==> config.mk <==
export PLATFORM = sky130hd
export DESIGN_NAME = rev_match_mode_sequencer
export DESIGN_NICKNAME = d
export VERILOG_FILES = /design/src/rtl/core/rmms_pkg.sv /design/src/rtl/core/rev_match_mode_sequencer.sv /design/src/rtl/core/rmms_front.sv /design/src/rtl/core/rmms_queue.sv /design/src/rtl/core/rmms_back.sv
export SDC_FILE = /design/constraint.sdc
export NUM_CORES = 1
export LEC_CHECK = 0
export ABC_CLOCK_PERIOD_IN_PS = 10170
export BUFFER_PORTS_ARGS = -buffer_cell sky130_fd_sc_hd__buf_2
export CORE_MARGIN = 2
export CORE_UTILIZATION = 40
export CTS_BUF_LIST = sky130_fd_sc_hd__clkbuf_8
export DETAILED_ROUTE_END_ITERATION = 16
export GPL_TIMING_DRIVEN = 0
export PLACE_DENSITY = 0.55
export SLEW_MARGIN = 20
export SYNTH_ARGS = -nofsm -noshare
export SYNTH_HDL_FRONTEND = slang
export SYNTH_HIERARCHICAL = 1
export SYNTH_SLANG_ARGS = --single-unit
==> constraint.sdc <==
create_clock -name clk -period 10.17 [get_ports clk]
set_input_delay 3.051 -clock clk [delete_from_list [all_inputs] [get_ports clk]]
set_output_delay 3.051 -clock clk [all_outputs]
set_load 0.01 [all_outputs]
==> src/rtl/core/rmms_pkg.sv <==
`timescale 1ns / 1ps

package rmms_pkg;

  localparam int RPM_W       = 14;
  localparam int SPEED_W     = 8;
  localparam int GEAR_W      = 3;
  localparam int TARGET_W    = 16;
  localparam int RATIO_W     = 8;
  localparam int ID_W        = 11;
  localparam int BYTE_W      = 8;
  localparam int NUM_BYTES   = 8;
  localparam int IN_TDATA_W  = 80;
  localparam int OUT_TDATA_W = 40;
  localparam int CFG_IDX_W   = 1;
  localparam int CFG_W       = 14;
  localparam int QUEUE_DEPTH = 2;
  localparam int DIV_STEPS   = RPM_W;
  localparam int DIV_CNT_W   = $clog2(DIV_STEPS);

  localparam logic [GEAR_W-1:0] GEAR_FLOOR_RESET = 3'd2;
  localparam logic [RPM_W-1:0]  MAX_RPM_RESET    = 14'd5000;

  localparam logic [CFG_IDX_W-1:0] CFG_GEAR_FLOOR = 1'b0;
  localparam logic [CFG_IDX_W-1:0] CFG_MAX_RPM    = 1'b1;

  localparam logic [ID_W-1:0] ID_ENGINE  = 11'h110;
  localparam logic [ID_W-1:0] ID_SPEED   = 11'h410;
  localparam logic [ID_W-1:0] ID_CLUTCH  = 11'h300;
  localparam logic [ID_W-1:0] ID_BUTTONS = 11'h175;
  localparam logic [ID_W-1:0] ID_DOORS   = 11'h135;

  localparam logic [BYTE_W-1:0] BTN_UP_B5 = 8'h10;
  localparam logic [BYTE_W-1:0] BTN_UP_B6 = 8'h1F;
  localparam logic [BYTE_W-1:0] BTN_DN_B5 = 8'h20;
  localparam logic [BYTE_W-1:0] BTN_DN_B6 = 8'h01;

  localparam logic [BYTE_W-1:0] UNLOCK_B0 = 8'h60;
  localparam logic [BYTE_W-1:0] UNLOCK_B1 = 8'h06;
  localparam logic [BYTE_W-1:0] UNLOCK_B2 = 8'hC7;
  localparam logic [BYTE_W-1:0] UNLOCK_B3 = 8'h4D;

  typedef enum logic [1:0] {
    MODE_IDLE  = 2'd0,
    MODE_WAIT  = 2'd1,
    MODE_MATCH = 2'd2
  } mode_t;

  typedef enum logic [2:0] {
    EV_NONE,
    EV_RPM,
    EV_SPEED,
    EV_CLUTCH,
    EV_UP,
    EV_DOWN,
    EV_DOORS
  } ev_kind_t;

  typedef enum logic [1:0] {
    BK_IDLE,
    BK_DIV,
    BK_FIN
  } back_state_t;

  typedef struct packed {
    ev_kind_t          kind;
    logic [RPM_W-1:0]  value;
  } event_t;

  typedef struct packed {
    logic [RPM_W-1:0]    engine_rpm_out;
    logic [GEAR_W-1:0]   gear_estimate;
    logic                target_valid;
    logic [TARGET_W-1:0] rpm_goal;
    logic                welcome_pulse;
    logic                pid_reset_pulse;
    logic                gong_pulse;
    logic                relay_on;
    mode_t               mode_now;
  } result_t;

  // ratio of the next lower gear, indexed by the held gear
  function automatic logic [RATIO_W-1:0] ratio_of(input logic [GEAR_W-1:0] gear);
    logic [RATIO_W-1:0] r;
    unique case (gear)
      3'd2:    r = 8'd130;
      3'd3:    r = 8'd65;
      3'd4:    r = 8'd45;
      3'd5:    r = 8'd32;
      3'd6:    r = 8'd26;
      default: r = 8'd0;
    endcase
    return r;
  endfunction

  function automatic logic [GEAR_W-1:0] gear_of(input logic [RPM_W-1:0] q);
    logic [GEAR_W-1:0] g;
    priority if (q > 14'd110 && q < 14'd150) g = 3'd1;
    else if (q > 14'd60 && q < 14'd75) g = 3'd2;
    else if (q > 14'd40 && q < 14'd50) g = 3'd3;
    else if (q > 14'd28 && q < 14'd35) g = 3'd4;
    else if (q > 14'd24 && q < 14'd28) g = 3'd5;
    else g = 3'd0;
    return g;
  endfunction

endpackage

==> src/rtl/core/rev_match_mode_sequencer.sv <==
`timescale 1ns / 1ps
// Rev-match mode sequencer.
// Input stream: one received CAN frame per beat. s_tuser is the bus
// (0 body, 1 powertrain); s_tdata carries the identifier and data bytes.
// Output stream: one status beat per frame (mode, relay, beep, controller
// reset and welcome pulses, target rpm, gear estimate, engine rpm).
// Config: cfg_we/cfg_index/cfg_data write the gear floor (0) and max_rpm (1);
// write only while no frame is in flight.
// A decoder in front classifies each frame into an event and pushes it into
// a small queue; the back end pops one event at a time, runs a one-bit-per-
// cycle rpm/speed divider and then the sequencer. Each frame goes through
// load, the divider steps and finish before the next event is loaded.
// Reset clears the control and sensor state (not the data registers)
// and restores gear floor 2 and max_rpm 5000.
// When m_tready is low the finished beat waits in the output register; the
// back end holds its next result and the queue keeps taking frames until
// full, then s_tready drops.

module rev_match_mode_sequencer #(
  parameter int QUEUE_DEPTH = rmms_pkg::QUEUE_DEPTH
) (
  input  logic                                clk,
  input  logic                                rst,
  input  logic                                cfg_we,
  input  logic [rmms_pkg::CFG_IDX_W-1:0]      cfg_index,
  input  logic [rmms_pkg::CFG_W-1:0]          cfg_data,
  input  logic                                s_tvalid,
  output logic                                s_tready,
  // frame_id, byte0 .. byte7, zero pad
  input  logic [rmms_pkg::IN_TDATA_W-1:0]     s_tdata,
  // bus
  input  logic                                s_tuser,
  output logic                                m_tvalid,
  input  logic                                m_tready,
  // mode_now, relay_on, gong_pulse, pid_reset_pulse, welcome_pulse,
  // target rpm, target_valid, gear_estimate, engine_rpm_out
  output logic [rmms_pkg::OUT_TDATA_W-1:0]    m_tdata
);

  logic              q_full, q_push, q_pop, q_valid;
  rmms_pkg::event_t  push_event, pop_event;
  rmms_pkg::result_t res;

  rmms_front u_front (
    .s_tvalid (s_tvalid),
    .s_tready (s_tready),
    .s_tdata  (s_tdata),
    .s_tuser  (s_tuser),
    .q_full   (q_full),
    .q_push   (q_push),
    .q_event  (push_event)
  );

  rmms_queue #(
    .DEPTH (QUEUE_DEPTH)
  ) u_queue (
    .clk   (clk),
    .rst   (rst),
    .push  (q_push),
    .din   (push_event),
    .full  (q_full),
    .pop   (q_pop),
    .dout  (pop_event),
    .valid (q_valid)
  );

  rmms_back u_back (
    .clk       (clk),
    .rst       (rst),
    .cfg_we    (cfg_we),
    .cfg_index (cfg_index),
    .cfg_data  (cfg_data),
    .q_valid   (q_valid),
    .q_event   (pop_event),
    .q_pop     (q_pop),
    .out_valid (m_tvalid),
    .out_ready (m_tready),
    .out_res   (res)
  );

  assign m_tdata = {res.engine_rpm_out, res.gear_estimate, res.target_valid,
                    res.rpm_goal, res.welcome_pulse, res.pid_reset_pulse,
                    res.gong_pulse, res.relay_on, res.mode_now};

  a_push_lands: assert property (@(posedge clk) disable iff (rst)
    s_tvalid && s_tready |=> q_valid)
    else $error("accepted frame missing from queue");

  a_target_in_match: assert property (@(posedge clk) disable iff (rst)
    m_tvalid && m_tdata[22] |-> m_tdata[1:0] == rmms_pkg::MODE_MATCH)
    else $error("target valid outside rev matching");

  a_pid_with_relay: assert property (@(posedge clk) disable iff (rst)
    m_tvalid && m_tdata[4] |-> m_tdata[2])
    else $error("controller reset without relay");

  a_no_target_when_invalid: assert property (@(posedge clk) disable iff (rst)
    m_tvalid && !m_tdata[22] |-> m_tdata[21:6] == '0)
    else $error("target rpm nonzero while invalid");

endmodule

==> src/rtl/core/rmms_front.sv <==
`timescale 1ns / 1ps

module rmms_front (
  input  logic                               s_tvalid,
  output logic                               s_tready,
  input  logic [rmms_pkg::IN_TDATA_W-1:0]    s_tdata,
  input  logic                               s_tuser,
  input  logic                               q_full,
  output logic                               q_push,
  output rmms_pkg::event_t                   q_event
);

  logic [rmms_pkg::ID_W-1:0]   id;
  logic [rmms_pkg::BYTE_W-1:0] b0, b1, b2, b3, b5, b6;

  assign id = s_tdata[10:0];
  assign b0 = s_tdata[18:11];
  assign b1 = s_tdata[26:19];
  assign b2 = s_tdata[34:27];
  assign b3 = s_tdata[42:35];
  assign b5 = s_tdata[58:51];
  assign b6 = s_tdata[66:59];

  assign s_tready = !q_full;
  assign q_push   = s_tvalid && !q_full;

  always_comb begin
    q_event.kind  = rmms_pkg::EV_NONE;
    q_event.value = '0;
    if (s_tuser) begin
      priority if (id == rmms_pkg::ID_ENGINE) begin
        q_event.kind  = rmms_pkg::EV_RPM;
        q_event.value = {b1, b2[7:2]};
      end else if (id == rmms_pkg::ID_SPEED) begin
        q_event.kind  = rmms_pkg::EV_SPEED;
        q_event.value = {6'd0, b1[6:0], b2[7]};
      end else if (id == rmms_pkg::ID_CLUTCH) begin
        q_event.kind  = rmms_pkg::EV_CLUTCH;
        q_event.value = {13'd0, b1[6]};
      end else begin
        q_event.kind = rmms_pkg::EV_NONE;
      end
    end else begin
      priority if (id == rmms_pkg::ID_BUTTONS) begin
        priority if (b5 == rmms_pkg::BTN_UP_B5 && b6 == rmms_pkg::BTN_UP_B6) begin
          q_event.kind = rmms_pkg::EV_UP;
        end else if (b5 == rmms_pkg::BTN_DN_B5 && b6 == rmms_pkg::BTN_DN_B6) begin
          q_event.kind = rmms_pkg::EV_DOWN;
        end else begin
          q_event.kind = rmms_pkg::EV_NONE;
        end
      end else if (id == rmms_pkg::ID_DOORS) begin
        if (b0 == rmms_pkg::UNLOCK_B0 && b1 == rmms_pkg::UNLOCK_B1 &&
            b2 == rmms_pkg::UNLOCK_B2 && b3 == rmms_pkg::UNLOCK_B3) begin
          q_event.kind = rmms_pkg::EV_DOORS;
        end
      end else begin
        q_event.kind = rmms_pkg::EV_NONE;
      end
    end
  end

endmodule

==> src/rtl/core/rmms_queue.sv <==
`timescale 1ns / 1ps

module rmms_queue #(
  parameter int DEPTH = rmms_pkg::QUEUE_DEPTH
) (
  input  logic              clk,
  input  logic              rst,
  input  logic              push,
  input  rmms_pkg::event_t  din,
  output logic              full,
  input  logic              pop,
  output rmms_pkg::event_t  dout,
  output logic              valid
);

  localparam int AW = (DEPTH > 1) ? $clog2(DEPTH) : 1;
  localparam int CW = $clog2(DEPTH + 1);

  rmms_pkg::event_t slots [DEPTH];
  logic [AW-1:0] wr_ptr, rd_ptr;
  logic [CW-1:0] count;
  logic          do_push, do_pop;

  assign full    = (count == CW'(DEPTH));
  assign valid   = (count != '0);
  assign dout    = slots[rd_ptr];
  assign do_push = push && !full;
  assign do_pop  = pop && valid;

  always_ff @(posedge clk) begin
    if (do_push) begin
      slots[wr_ptr] <= din;
    end
  end

  always_ff @(posedge clk) begin
    if (rst) begin
      wr_ptr <= '0;
      rd_ptr <= '0;
      count  <= '0;
    end else begin
      if (do_push) begin
        wr_ptr <= (wr_ptr == AW'(DEPTH - 1)) ? '0 : wr_ptr + 1'b1;
      end
      if (do_pop) begin
        rd_ptr <= (rd_ptr == AW'(DEPTH - 1)) ? '0 : rd_ptr + 1'b1;
      end
      if (do_push && !do_pop) begin
        count <= count + 1'b1;
      end else if (do_pop && !do_push) begin
        count <= count - 1'b1;
      end
    end
  end

endmodule

==> src/rtl/core/rmms_back.sv <==
`timescale 1ns / 1ps

module rmms_back (
  input  logic                                clk,
  input  logic                                rst,
  input  logic                                cfg_we,
  input  logic [rmms_pkg::CFG_IDX_W-1:0]      cfg_index,
  input  logic [rmms_pkg::CFG_W-1:0]          cfg_data,
  input  logic                                q_valid,
  input  rmms_pkg::event_t                    q_event,
  output logic                                q_pop,
  output logic                                out_valid,
  input  logic                                out_ready,
  output rmms_pkg::result_t                   out_res
);

  rmms_pkg::back_state_t state, state_next;

  logic [rmms_pkg::GEAR_W-1:0]   gear_floor;
  logic [rmms_pkg::RPM_W-1:0]    max_rpm;
  rmms_pkg::mode_t               mode_reg, mode_next;
  logic [rmms_pkg::RPM_W-1:0]    engine_rpm, engine_rpm_next;
  logic [rmms_pkg::SPEED_W-1:0]  road_speed, road_speed_next;
  logic                          clutch_down, clutch_down_next;
  logic [rmms_pkg::GEAR_W-1:0]   held_gear, held_gear_next;
  logic                          chain_flag, chain_flag_next;
  rmms_pkg::ev_kind_t            ev_kind;

  // restoring divider
  logic [rmms_pkg::RPM_W-1:0]     dvd;
  logic [rmms_pkg::RPM_W-1:0]     quo;
  logic [rmms_pkg::SPEED_W-1:0]   rem;
  logic [rmms_pkg::SPEED_W:0]     rem_sh;
  logic                           rem_ge;
  logic [rmms_pkg::DIV_CNT_W-1:0] cnt;
  logic [rmms_pkg::TARGET_W-1:0]  prod;

  logic                         load, commit, btn;
  logic [rmms_pkg::GEAR_W-1:0]  gear;
  rmms_pkg::result_t            res;

  assign rem_sh = {rem, dvd[rmms_pkg::RPM_W-1]};
  assign rem_ge = (rem_sh >= {1'b0, road_speed});
  assign btn    = (ev_kind == rmms_pkg::EV_UP) || (ev_kind == rmms_pkg::EV_DOWN);
  assign gear   = (road_speed == '0) ? '0 : rmms_pkg::gear_of(quo);

  // state update from the popped event
  always_comb begin
    engine_rpm_next  = engine_rpm;
    road_speed_next  = road_speed;
    clutch_down_next = clutch_down;
    unique case (q_event.kind)
      rmms_pkg::EV_RPM:    engine_rpm_next  = q_event.value;
      rmms_pkg::EV_SPEED:  road_speed_next  = q_event.value[rmms_pkg::SPEED_W-1:0];
      rmms_pkg::EV_CLUTCH: clutch_down_next = q_event.value[0];
      default:             engine_rpm_next  = engine_rpm;
    endcase
  end

  always_comb begin
    state_next = state;
    load       = 1'b0;
    commit     = 1'b0;
    unique case (state)
      rmms_pkg::BK_IDLE: begin
        if (q_valid) begin
          load       = 1'b1;
          state_next = rmms_pkg::BK_DIV;
        end
      end
      rmms_pkg::BK_DIV: begin
        if (cnt == rmms_pkg::DIV_CNT_W'(rmms_pkg::DIV_STEPS - 1)) begin
          state_next = rmms_pkg::BK_FIN;
        end
      end
      rmms_pkg::BK_FIN: begin
        if (!out_valid || out_ready) begin
          commit     = 1'b1;
          state_next = rmms_pkg::BK_IDLE;
        end
      end
      default: state_next = rmms_pkg::BK_IDLE;
    endcase
  end

  assign q_pop = load;

  // mode sequencer
  always_comb begin
    mode_next           = mode_reg;
    held_gear_next      = held_gear;
    chain_flag_next     = chain_flag;
    res.gong_pulse      = 1'b0;
    res.pid_reset_pulse = 1'b0;
    res.welcome_pulse   = 1'b0;
    res.target_valid    = 1'b0;
    res.rpm_goal        = '0;
    unique case (mode_reg)
      rmms_pkg::MODE_WAIT: begin
        if (btn) begin
          mode_next = rmms_pkg::MODE_IDLE;
        end else if (clutch_down) begin
          mode_next           = rmms_pkg::MODE_MATCH;
          res.pid_reset_pulse = 1'b1;
        end
      end
      rmms_pkg::MODE_MATCH: begin
        if (btn || engine_rpm > max_rpm) begin
          res.gong_pulse = 1'b1;
          mode_next      = rmms_pkg::MODE_IDLE;
        end else if (!clutch_down) begin
          res.gong_pulse = 1'b1;
          if (chain_flag && gear > gear_floor) begin
            mode_next = rmms_pkg::MODE_WAIT;
          end else begin
            mode_next       = rmms_pkg::MODE_IDLE;
            chain_flag_next = 1'b0;
          end
        end
        if (mode_next == rmms_pkg::MODE_MATCH) begin
          if (prod > {2'b00, max_rpm}) begin
            res.gong_pulse = 1'b1;
            mode_next      = rmms_pkg::MODE_IDLE;
          end else begin
            res.target_valid = 1'b1;
            res.rpm_goal     = prod;
          end
        end
      end
      default: begin
        mode_next = rmms_pkg::MODE_IDLE;
        if (btn && gear > gear_floor && !clutch_down) begin
          mode_next      = rmms_pkg::MODE_WAIT;
          held_gear_next = gear;
          res.gong_pulse = 1'b1;
          if (ev_kind == rmms_pkg::EV_DOWN) begin
            chain_flag_next = 1'b1;
          end
        end else if (ev_kind == rmms_pkg::EV_DOORS) begin
          res.welcome_pulse = 1'b1;
        end
      end
    endcase
    res.mode_now       = mode_next;
    res.relay_on       = (mode_next == rmms_pkg::MODE_MATCH);
    res.gear_estimate  = gear;
    res.engine_rpm_out = engine_rpm;
  end

  always_ff @(posedge clk) begin
    if (rst) begin
      state       <= rmms_pkg::BK_IDLE;
      gear_floor  <= rmms_pkg::GEAR_FLOOR_RESET;
      max_rpm     <= rmms_pkg::MAX_RPM_RESET;
      mode_reg    <= rmms_pkg::MODE_IDLE;
      engine_rpm  <= '0;
      road_speed  <= '0;
      clutch_down <= 1'b0;
      held_gear   <= '0;
      chain_flag  <= 1'b0;
      out_valid   <= 1'b0;
      cnt         <= '0;
    end else begin
      state <= state_next;
      if (cfg_we) begin
        unique case (cfg_index)
          rmms_pkg::CFG_GEAR_FLOOR: gear_floor <= cfg_data[rmms_pkg::GEAR_W-1:0];
          rmms_pkg::CFG_MAX_RPM:    max_rpm    <= cfg_data;
          default:                  max_rpm    <= max_rpm;
        endcase
      end
      if (load) begin
        engine_rpm  <= engine_rpm_next;
        road_speed  <= road_speed_next;
        clutch_down <= clutch_down_next;
        cnt         <= '0;
      end else if (state == rmms_pkg::BK_DIV) begin
        cnt <= cnt + 1'b1;
      end
      if (commit) begin
        mode_reg   <= mode_next;
        held_gear  <= held_gear_next;
        chain_flag <= chain_flag_next;
        out_valid  <= 1'b1;
      end else if (out_ready) begin
        out_valid <= 1'b0;
      end
    end
  end

  always_ff @(posedge clk) begin
    if (load) begin
      ev_kind <= q_event.kind;
      dvd     <= engine_rpm_next;
      quo     <= '0;
      rem     <= '0;
    end else if (state == rmms_pkg::BK_DIV) begin
      dvd  <= {dvd[rmms_pkg::RPM_W-2:0], 1'b0};
      quo  <= {quo[rmms_pkg::RPM_W-2:0], rem_ge};
      rem  <= rem_ge ? rmms_pkg::SPEED_W'(rem_sh - {1'b0, road_speed})
                     : rem_sh[rmms_pkg::SPEED_W-1:0];
      prod <= rmms_pkg::TARGET_W'(road_speed) *
              rmms_pkg::TARGET_W'(rmms_pkg::ratio_of(held_gear));
    end
    if (commit) begin
      out_res <= res;
    end
  end

endmodule
==> results.toml, run 1 <==
[clock_network]
htree_num_levels = 4
clk_root_buffer_cell = "sky130_fd_sc_hd__clkbuf_8"
postCtsSetupBuffers = 0
cts-resized-gates = 0
cts_hold_repair.buffers = 0
tritoncts_num_sinks = 187
cts_inserted_buffers = 17
path_clk_slew_ns = 0.11
max-clock-path-buffers = 2
tritoncts = "yes"
clock_insertion_delay_worst_skew_ns = 0.47

[placement]
port_buffer_cells = 121
gpl.final_weighted_congestion = 0.836
worst_case_setup_slack_after_placement_ns = 4.49
final_hpwl_from_detailed_placement_um = 20700

[routing]
detailroute.via_count = 8225
routed_wl_um = 26600
routed_wire_length_per_instance_um = 16.8
antenna_left = 0
count_of_unresolved_drc_violations_after_routing = 0
total_iterations_of_the_first_detailed_routing_run = 5
initial_drc_count = 479
route.detailed.vias_per_inst = 5.18

[timing]
setup_tns_ns = 0
fin_crit_ns = 5.66
finalHoldViolCount = 0
finClkSkew_ns = 0.0258
maxSlewViolCount = 0
maxSlewHeadroom = 0.420
fmax_mhz = 177
setup-violations-final = 0
rsz0062_at_grt = "false"
worst_pin_slew_ns = 0.870
postLayoutSetupSlackWorst_ns = 4.51
timing.final.crit_share = 0.556

[min_path]
timing.hold.worst_endpoint = "u_back/max_rpm[6]"
hold_path_startpoint = "u_back/max_rpm[6]"
holdCritPathClass = "register to register"
min_delay_path_depth = 2

[synthesis]
ys_async_sr_fraction = 0
cell_area_after_technology_mapping_um2 = 11100
seq_area_frac_synth = 0.435
synth.ff_latch_count = 187
post_synth_num_cell_types = 83
synthesis.yosys.warnings = 6
synth.avg_cell_area_um2 = 10.1
synth_edf_count = 107
synth_top_flop_cell = "sky130_fd_sc_hd__edfxtp_1"
instance_count_of_the_mapped_netlist = 1092

[die]
starting_utilization_of_the_core_area = 0.409
fp-row-count = 60
die_w_um = 170
die-area_um2 = 29000
io_pins = 143
fp.dieH_um = 170
core_area_um2 = 27000

[finish]
mostFrequentLayoutCell = "sky130_fd_sc_hd__nand2_1"
area_growth_syn_to_layout_pct = 13.4
leading_registers_by_flop_count = "u_back/out_res: 40 flops, u_queue/slots: 34 flops, u_back/prod: 16 flops"
top_register = "u_back/out_res"
num_antenna_cells = 0
final_core_util = 0.464
fillers = 2581
area_occupied_by_multi_input_gates_um2 = 5680
mostFrequentLayoutCells = "133 x sky130_fd_sc_hd__nand2_1, 130 x sky130_fd_sc_hd__buf_2, 107 x sky130_fd_sc_hd__edfxtp_1"
drive_above_1_share = 0.192
area.sequential_um2 = 4810
number_of_flip_flops_under_the_largest_register_name = 40
final_nets = 1452

[grt]
grt_use_total = 0.191
grt.overflow.total = 0
antenna_violations_before_repair = 0
global_route_wire_length_before_repair_um = 43100
vias_in_the_first_global_route = 8063
maximum_number_of_pins_on_one_net_before_global_route_repair = 26

[pwr]
p_leak_nw = 5.31
power_per_cell_area_nw_per_um2 = 178
vdd_drop_max_mv = 0.0863

[setup_path]
logic_depth_of_the_worst_register_to_register_path = 20
r2r_start = "u_back/held_gear[1]"
critical_path.max_fanout = 10
worstPathRequired_ns = 10.40
setup.worst_path.start_class = "register"
critical_path.endpoint_type = "register"
r2r_end = "u_back/prod[15]"
worst-setup-path-type = "register to register"
setup.reg_to_reg.worst_slack_ns = 4.51
crit_arrival_ns = 5.88

[job]
cap_viol_max_count = 0

[outcome]
outcome = "finished, final reports clean"
[cells by family after synthesis]
group                    after synthesis  synth area share
adder cells (fa/ha/maj)              117             0.157
other                                  1          0.000339
XOR/XNOR                              18            0.0142
buffers and inverters                144            0.0520
AO/OA/AOI/OAI                        189             0.111
flip-flops                           187             0.435
multiplexers                          45            0.0426
AND/OR/NAND/NOR                      391             0.187
[Yosys cell counts, types with 10 or more instances]
library cell                 n  area [µm²]
sky130_fd_sc_hd__edfxtp_1  107        3210
sky130_fd_sc_hd__o21ai_0    50         250
sky130_fd_sc_hd__nor3_1     21         105
sky130_fd_sc_hd__clkbuf_1   24        90.1
sky130_fd_sc_hd__nand2b_1   18         113
sky130_fd_sc_hd__a21oi_1    62         310
sky130_fd_sc_hd__xnor2_1    12         105
sky130_fd_sc_hd__mux2_2     17         191
sky130_fd_sc_hd__nor2b_1    15        93.8
sky130_fd_sc_hd__nor4_1     10        62.6
sky130_fd_sc_hd__and3_1     13        81.3
sky130_fd_sc_hd__nand3_1    17        85.1
sky130_fd_sc_hd__nand4_1    10        62.6
sky130_fd_sc_hd__dfxtp_1    80        1600
sky130_fd_sc_hd__fa_1       37         741
sky130_fd_sc_hd__nand2_1   133         499
sky130_fd_sc_hd__nor2_1     64         240
sky130_fd_sc_hd__inv_1     102         383
sky130_fd_sc_hd__and2_1     32         200
sky130_fd_sc_hd__mux2i_1    28         280
sky130_fd_sc_hd__ha_1       80        1000
[how the worst max path moves through the flow]
stage	endpoint	startpoint	slack, ns
2_1_floorplan	u_back/prod[15]	u_back/held_gear[1]	5.21
3_3_place_gp	u_back/prod[15]	u_back/held_gear[1]	4.43
3_5_place_dp	u_back/prod[15]	u_back/held_gear[1]	4.49
6_report	u_back/prod[15]	u_back/held_gear[1]	4.51
5_1_grt	u_back/prod[15]	u_back/held_gear[1]	4.07
4_1_cts	u_back/prod[15]	u_back/held_gear[1]	4.48
[critical path: stages (launching register included)]
cell,delay [ns]
sky130_fd_sc_hd__dfxtp_1,0.34
sky130_fd_sc_hd__clkbuf_1,0.32
sky130_fd_sc_hd__nor2b_1,0.56
sky130_fd_sc_hd__nor2b_1,0.46
sky130_fd_sc_hd__and2_1,0.22
sky130_fd_sc_hd__fa_1,0.16
sky130_fd_sc_hd__inv_1,0.06
sky130_fd_sc_hd__fa_1,0.55
sky130_fd_sc_hd__inv_1,0.07
sky130_fd_sc_hd__fa_1,0.53
sky130_fd_sc_hd__inv_1,0.05
sky130_fd_sc_hd__fa_1,0.52
sky130_fd_sc_hd__inv_1,0.04
sky130_fd_sc_hd__ha_1,0.33
sky130_fd_sc_hd__o21a_1,0.12
sky130_fd_sc_hd__o31a_1,0.13
sky130_fd_sc_hd__o211ai_2,0.17
sky130_fd_sc_hd__a21oi_1,0.12
sky130_fd_sc_hd__a2111oi_4,0.37
sky130_fd_sc_hd__a21oi_1,0.14
sky130_fd_sc_hd__xnor2_1,0.14
[routing by layer]
metal  GRT usage  share of wire  up-vias
met2       0.293           0.43      182
met1       0.287           0.51     3925
met3      0.0295          0.044       18
li1            -              -     4100
met4      0.0364         0.0096        0
met5           0              0        -
[layout make-up]
class                      instances  share of cell area
timing repair buffer             122              0.0499
inverter                         104              0.0311
clock inverter                    15              0.0151
sequential                       187               0.384
tap                              341              0.0340
multi-input combinational        762               0.453
clock buffer                      17              0.0186
buffer                            40              0.0149
[where the power goes]
group	internal [mW]	total (mW)	switching (mW)
clock network	0.212	0.522	0.311
logic	0.252	0.682	0.430
registers	0.951	1.02	0.0721
[metrics by stage]
step | power [mW] | hold WS, ns | area [µm²] | instances
2_1_floorplan | 1.51 | 0.430 | 11100 | 1093
3_3_place_gp | 1.71 | 0.442 | 12100 | 1555
3_5_place_dp | 1.72 | 0.448 | 12100 | 1556
4_1_cts | 2.25 | 0.462 | 12500 | 1588
5_1_grt | 2.37 | 0.479 | 12500 | 1588
6_report | 2.23 | 0.460 | 12500 | 1588
Power figures use the tool's default switching activity.
==> run 2: changes to the inputs <==
- ABC_CLOCK_PERIOD_IN_PS: 10170 -> 5100
- PLACE_DENSITY: 0.55 -> 0.57
- clock period: 10.17 -> 5.1 ns (I/O delays scaled with it)
==> run 2 against run 1 <==
Against the previous run:
- fmax increased by 17%
- die area unchanged
- critical path depth unchanged
- worst hold slack about the same
- clock skew decreased by 0.0071 ns
- sequential share of layout area decreased by 0.38 points
- cell count increased by 0.31%
- core utilization increased by 0.49 points
==> results.toml, run 2 (same netlist as run 1, synthesis figures left out) <==
[setup_path]
logic_depth_of_the_worst_register_to_register_path = 20
critical_path.endpoint_type = "register"
crit_path_start = "u_back/held_gear[1]"
critical_path_depth = 20
master_of_the_slowest_instance_on_the_critical_path = "sky130_fd_sc_hd__fa_1"
r2r_start = "u_back/held_gear[1]"
critical_path.max_fanout = 10
crit_path_end = "u_back/prod[13]"
r2r_end = "u_back/prod[13]"
critPathTopFamily = "adder cells"
setup.reg_to_reg.worst_slack_ns = 0.25
crit_arrival_ns = 5.09
critPathBufInv = 6
crit_path_cell_trace = "buf_6, nor2b_4, nor2b_4, and2_4, fa_1, inv_1, fa_1, inv_1, fa_1, inv_1, fa_1, inv_1, ha_4, o21a_1, o31a_1, o211ai_2, a21oi_2, a2111oi_4, buf_4, xnor2_1"
worst-setup-path-type = "register to register"
slowest_delay_ns = 0.53
setup.worst_path.start_class = "register"
worstPathRequired_ns = 5.34

[clock_network]
tritoncts = "yes"
htree_num_levels = 4
path_clk_slew_ns = 0.11
max-clock-path-buffers = 2
tritoncts_num_sinks = 187
cts_hold_repair.buffers = 0
clk_root_buffer_cell = "sky130_fd_sc_hd__clkbuf_8"
cts_inserted_buffers = 17
clock_insertion_delay_worst_skew_ns = 0.48

[die]
fp.dieH_um = 170
fp-row-count = 60
die-area_um2 = 29000
core_area_um2 = 27000
io_pins = 143
die_w_um = 170
starting_utilization_of_the_core_area = 0.409

[finish]
mostFrequentLayoutCell = "sky130_fd_sc_hd__nand2_1"
fillers = 2584
final_core_util = 0.469
area_occupied_by_multi_input_gates_um2 = 5740
num_antenna_cells = 0
mostFrequentLayoutCells = "133 x sky130_fd_sc_hd__nand2_1, 130 x sky130_fd_sc_hd__buf_2, 107 x sky130_fd_sc_hd__edfxtp_1"
leading_registers_by_flop_count = "u_back/out_res: 40 flops, u_queue/slots: 34 flops, u_back/prod: 16 flops"
area.sequential_um2 = 4820
drive_above_1_share = 0.208
area_growth_syn_to_layout_pct = 14.6
final_nets = 1457
number_of_flip_flops_under_the_largest_register_name = 40
top_register = "u_back/out_res"
stdcell_area_um2 = 12700

[grt]
antenna_violations_before_repair = 0
global_route_wire_length_before_repair_um = 43500
grt.overflow.total = 0
maximum_number_of_pins_on_one_net_before_global_route_repair = 26
vias_in_the_first_global_route = 8228
grt_use_total = 0.193

[timing]
fin_crit_ns = 4.85
setup_tns_ns = 0
final.hold.worst_slack_ns = 0.460
fmax_mhz = 206
postLayoutSetupSlackWorst_ns = 0.246
maxSlewViolCount = 0
finalHoldViolCount = 0
setup-violations-final = 0
finClkSkew_ns = 0.0187
maxSlewHeadroom = 0.420
worst_pin_slew_ns = 0.869
rsz0062_at_grt = "false"
timing.final.crit_share = 0.952

[placement]
worst_case_setup_slack_after_placement_ns = -0.598
gpl.final_weighted_congestion = 0.847
dpl_cell_area_um2 = 12100
port_buffer_cells = 121
final_hpwl_from_detailed_placement_um = 20800

[pwr]
vdd_drop_max_mv = 0.203
p_leak_nw = 5.37
power_per_cell_area_nw_per_um2 = 351

[min_path]
holdCritPathClass = "register to register"

[routing]
routed_wire_length_per_instance_um = 16.7
initial_drc_count = 498
routed_wl_um = 26600
count_of_unresolved_drc_violations_after_routing = 0
route.detailed.vias_per_inst = 5.17
total_iterations_of_the_first_detailed_routing_run = 5
antenna_left = 0
detailroute.via_count = 8235

[job]
cap_viol_max_count = 0

[outcome]
outcome = "finished, final reports clean"
-- run 2: cell count changes in the layout (fill, tap and decap cells not counted), sizes merged --
| cell | change |
|---|---|
| clkinv | +2 |
| buf | +7 |
| inv | -2 |
| clkbuf | -2 |
-- run 2: timing repair --
item,in CTS,in global routing
pin swaps,1,5
endpoints found under the setup margin,7,4
hold endpoints to repair,0,0
buffers inserted,1,4
gates resized for setup,10,19
-- run 2: routing by layer --
layer | up-vias | share of wire | track usage
met1 | 3931 | 0.51 | 0.284
met3 | 23 | 0.046 | 0.0302
met2 | 169 | 0.43 | 0.299
met5 | - | 0 | 0
li1 | 4112 | - | -
met4 | 0 | 0.011 | 0.0383
-- run 2: worst min-delay path by stage --
| stage | startpoint | end | cells past startpoint |
|---|---|---|---|
| 6_report | u_back/max_rpm[11] | u_back/max_rpm[11] | 2 |
| 4_1_cts | u_back/max_rpm[11] | u_back/max_rpm[11] | 2 |
| 3_5_place_dp | u_back/max_rpm[11] | u_back/max_rpm[11] | 2 |
| 2_1_floorplan | u_back/engine_rpm[0] | u_back/out_res[26] | 0 |
| 3_3_place_gp | u_back/max_rpm[13] | u_back/max_rpm[13] | 2 |
| 5_1_grt | u_back/max_rpm[11] | u_back/max_rpm[11] | 2 |
-- run 2: metrics by stage --
step	cells	total power, mW
after floorplan	1093	3.00
after global placement	1555	3.41
after detailed placement	1556	3.43
after CTS	1589	4.48
after global routing	1593	4.73
final	1593	4.45
-- run 2: report_power, final --
group	switching, mW	internal (mW)
logic	0.854	0.502
registers	0.141	1.90
clock network	0.629	0.424
-- run 2: area by class of cell --
class                   instances  share of cell area
multi-input cells             762               0.453
flip-flops and latches        187               0.380
repair buffers                127              0.0523
well taps                     341              0.0337
inverters                     104              0.0308
clock buffers                  17              0.0185
plain buffers                  40              0.0161
clock inverters                15              0.0158
-- run 2: tightest hold or removal path, delay by kind of cell (launching register included) --
kind / cells / cell delay, ns
flip-flops: 1 / 0.32
AND/OR/NAND/NOR: 1 / 0.05
AO/OA/AOI/OAI: 1 / 0.05
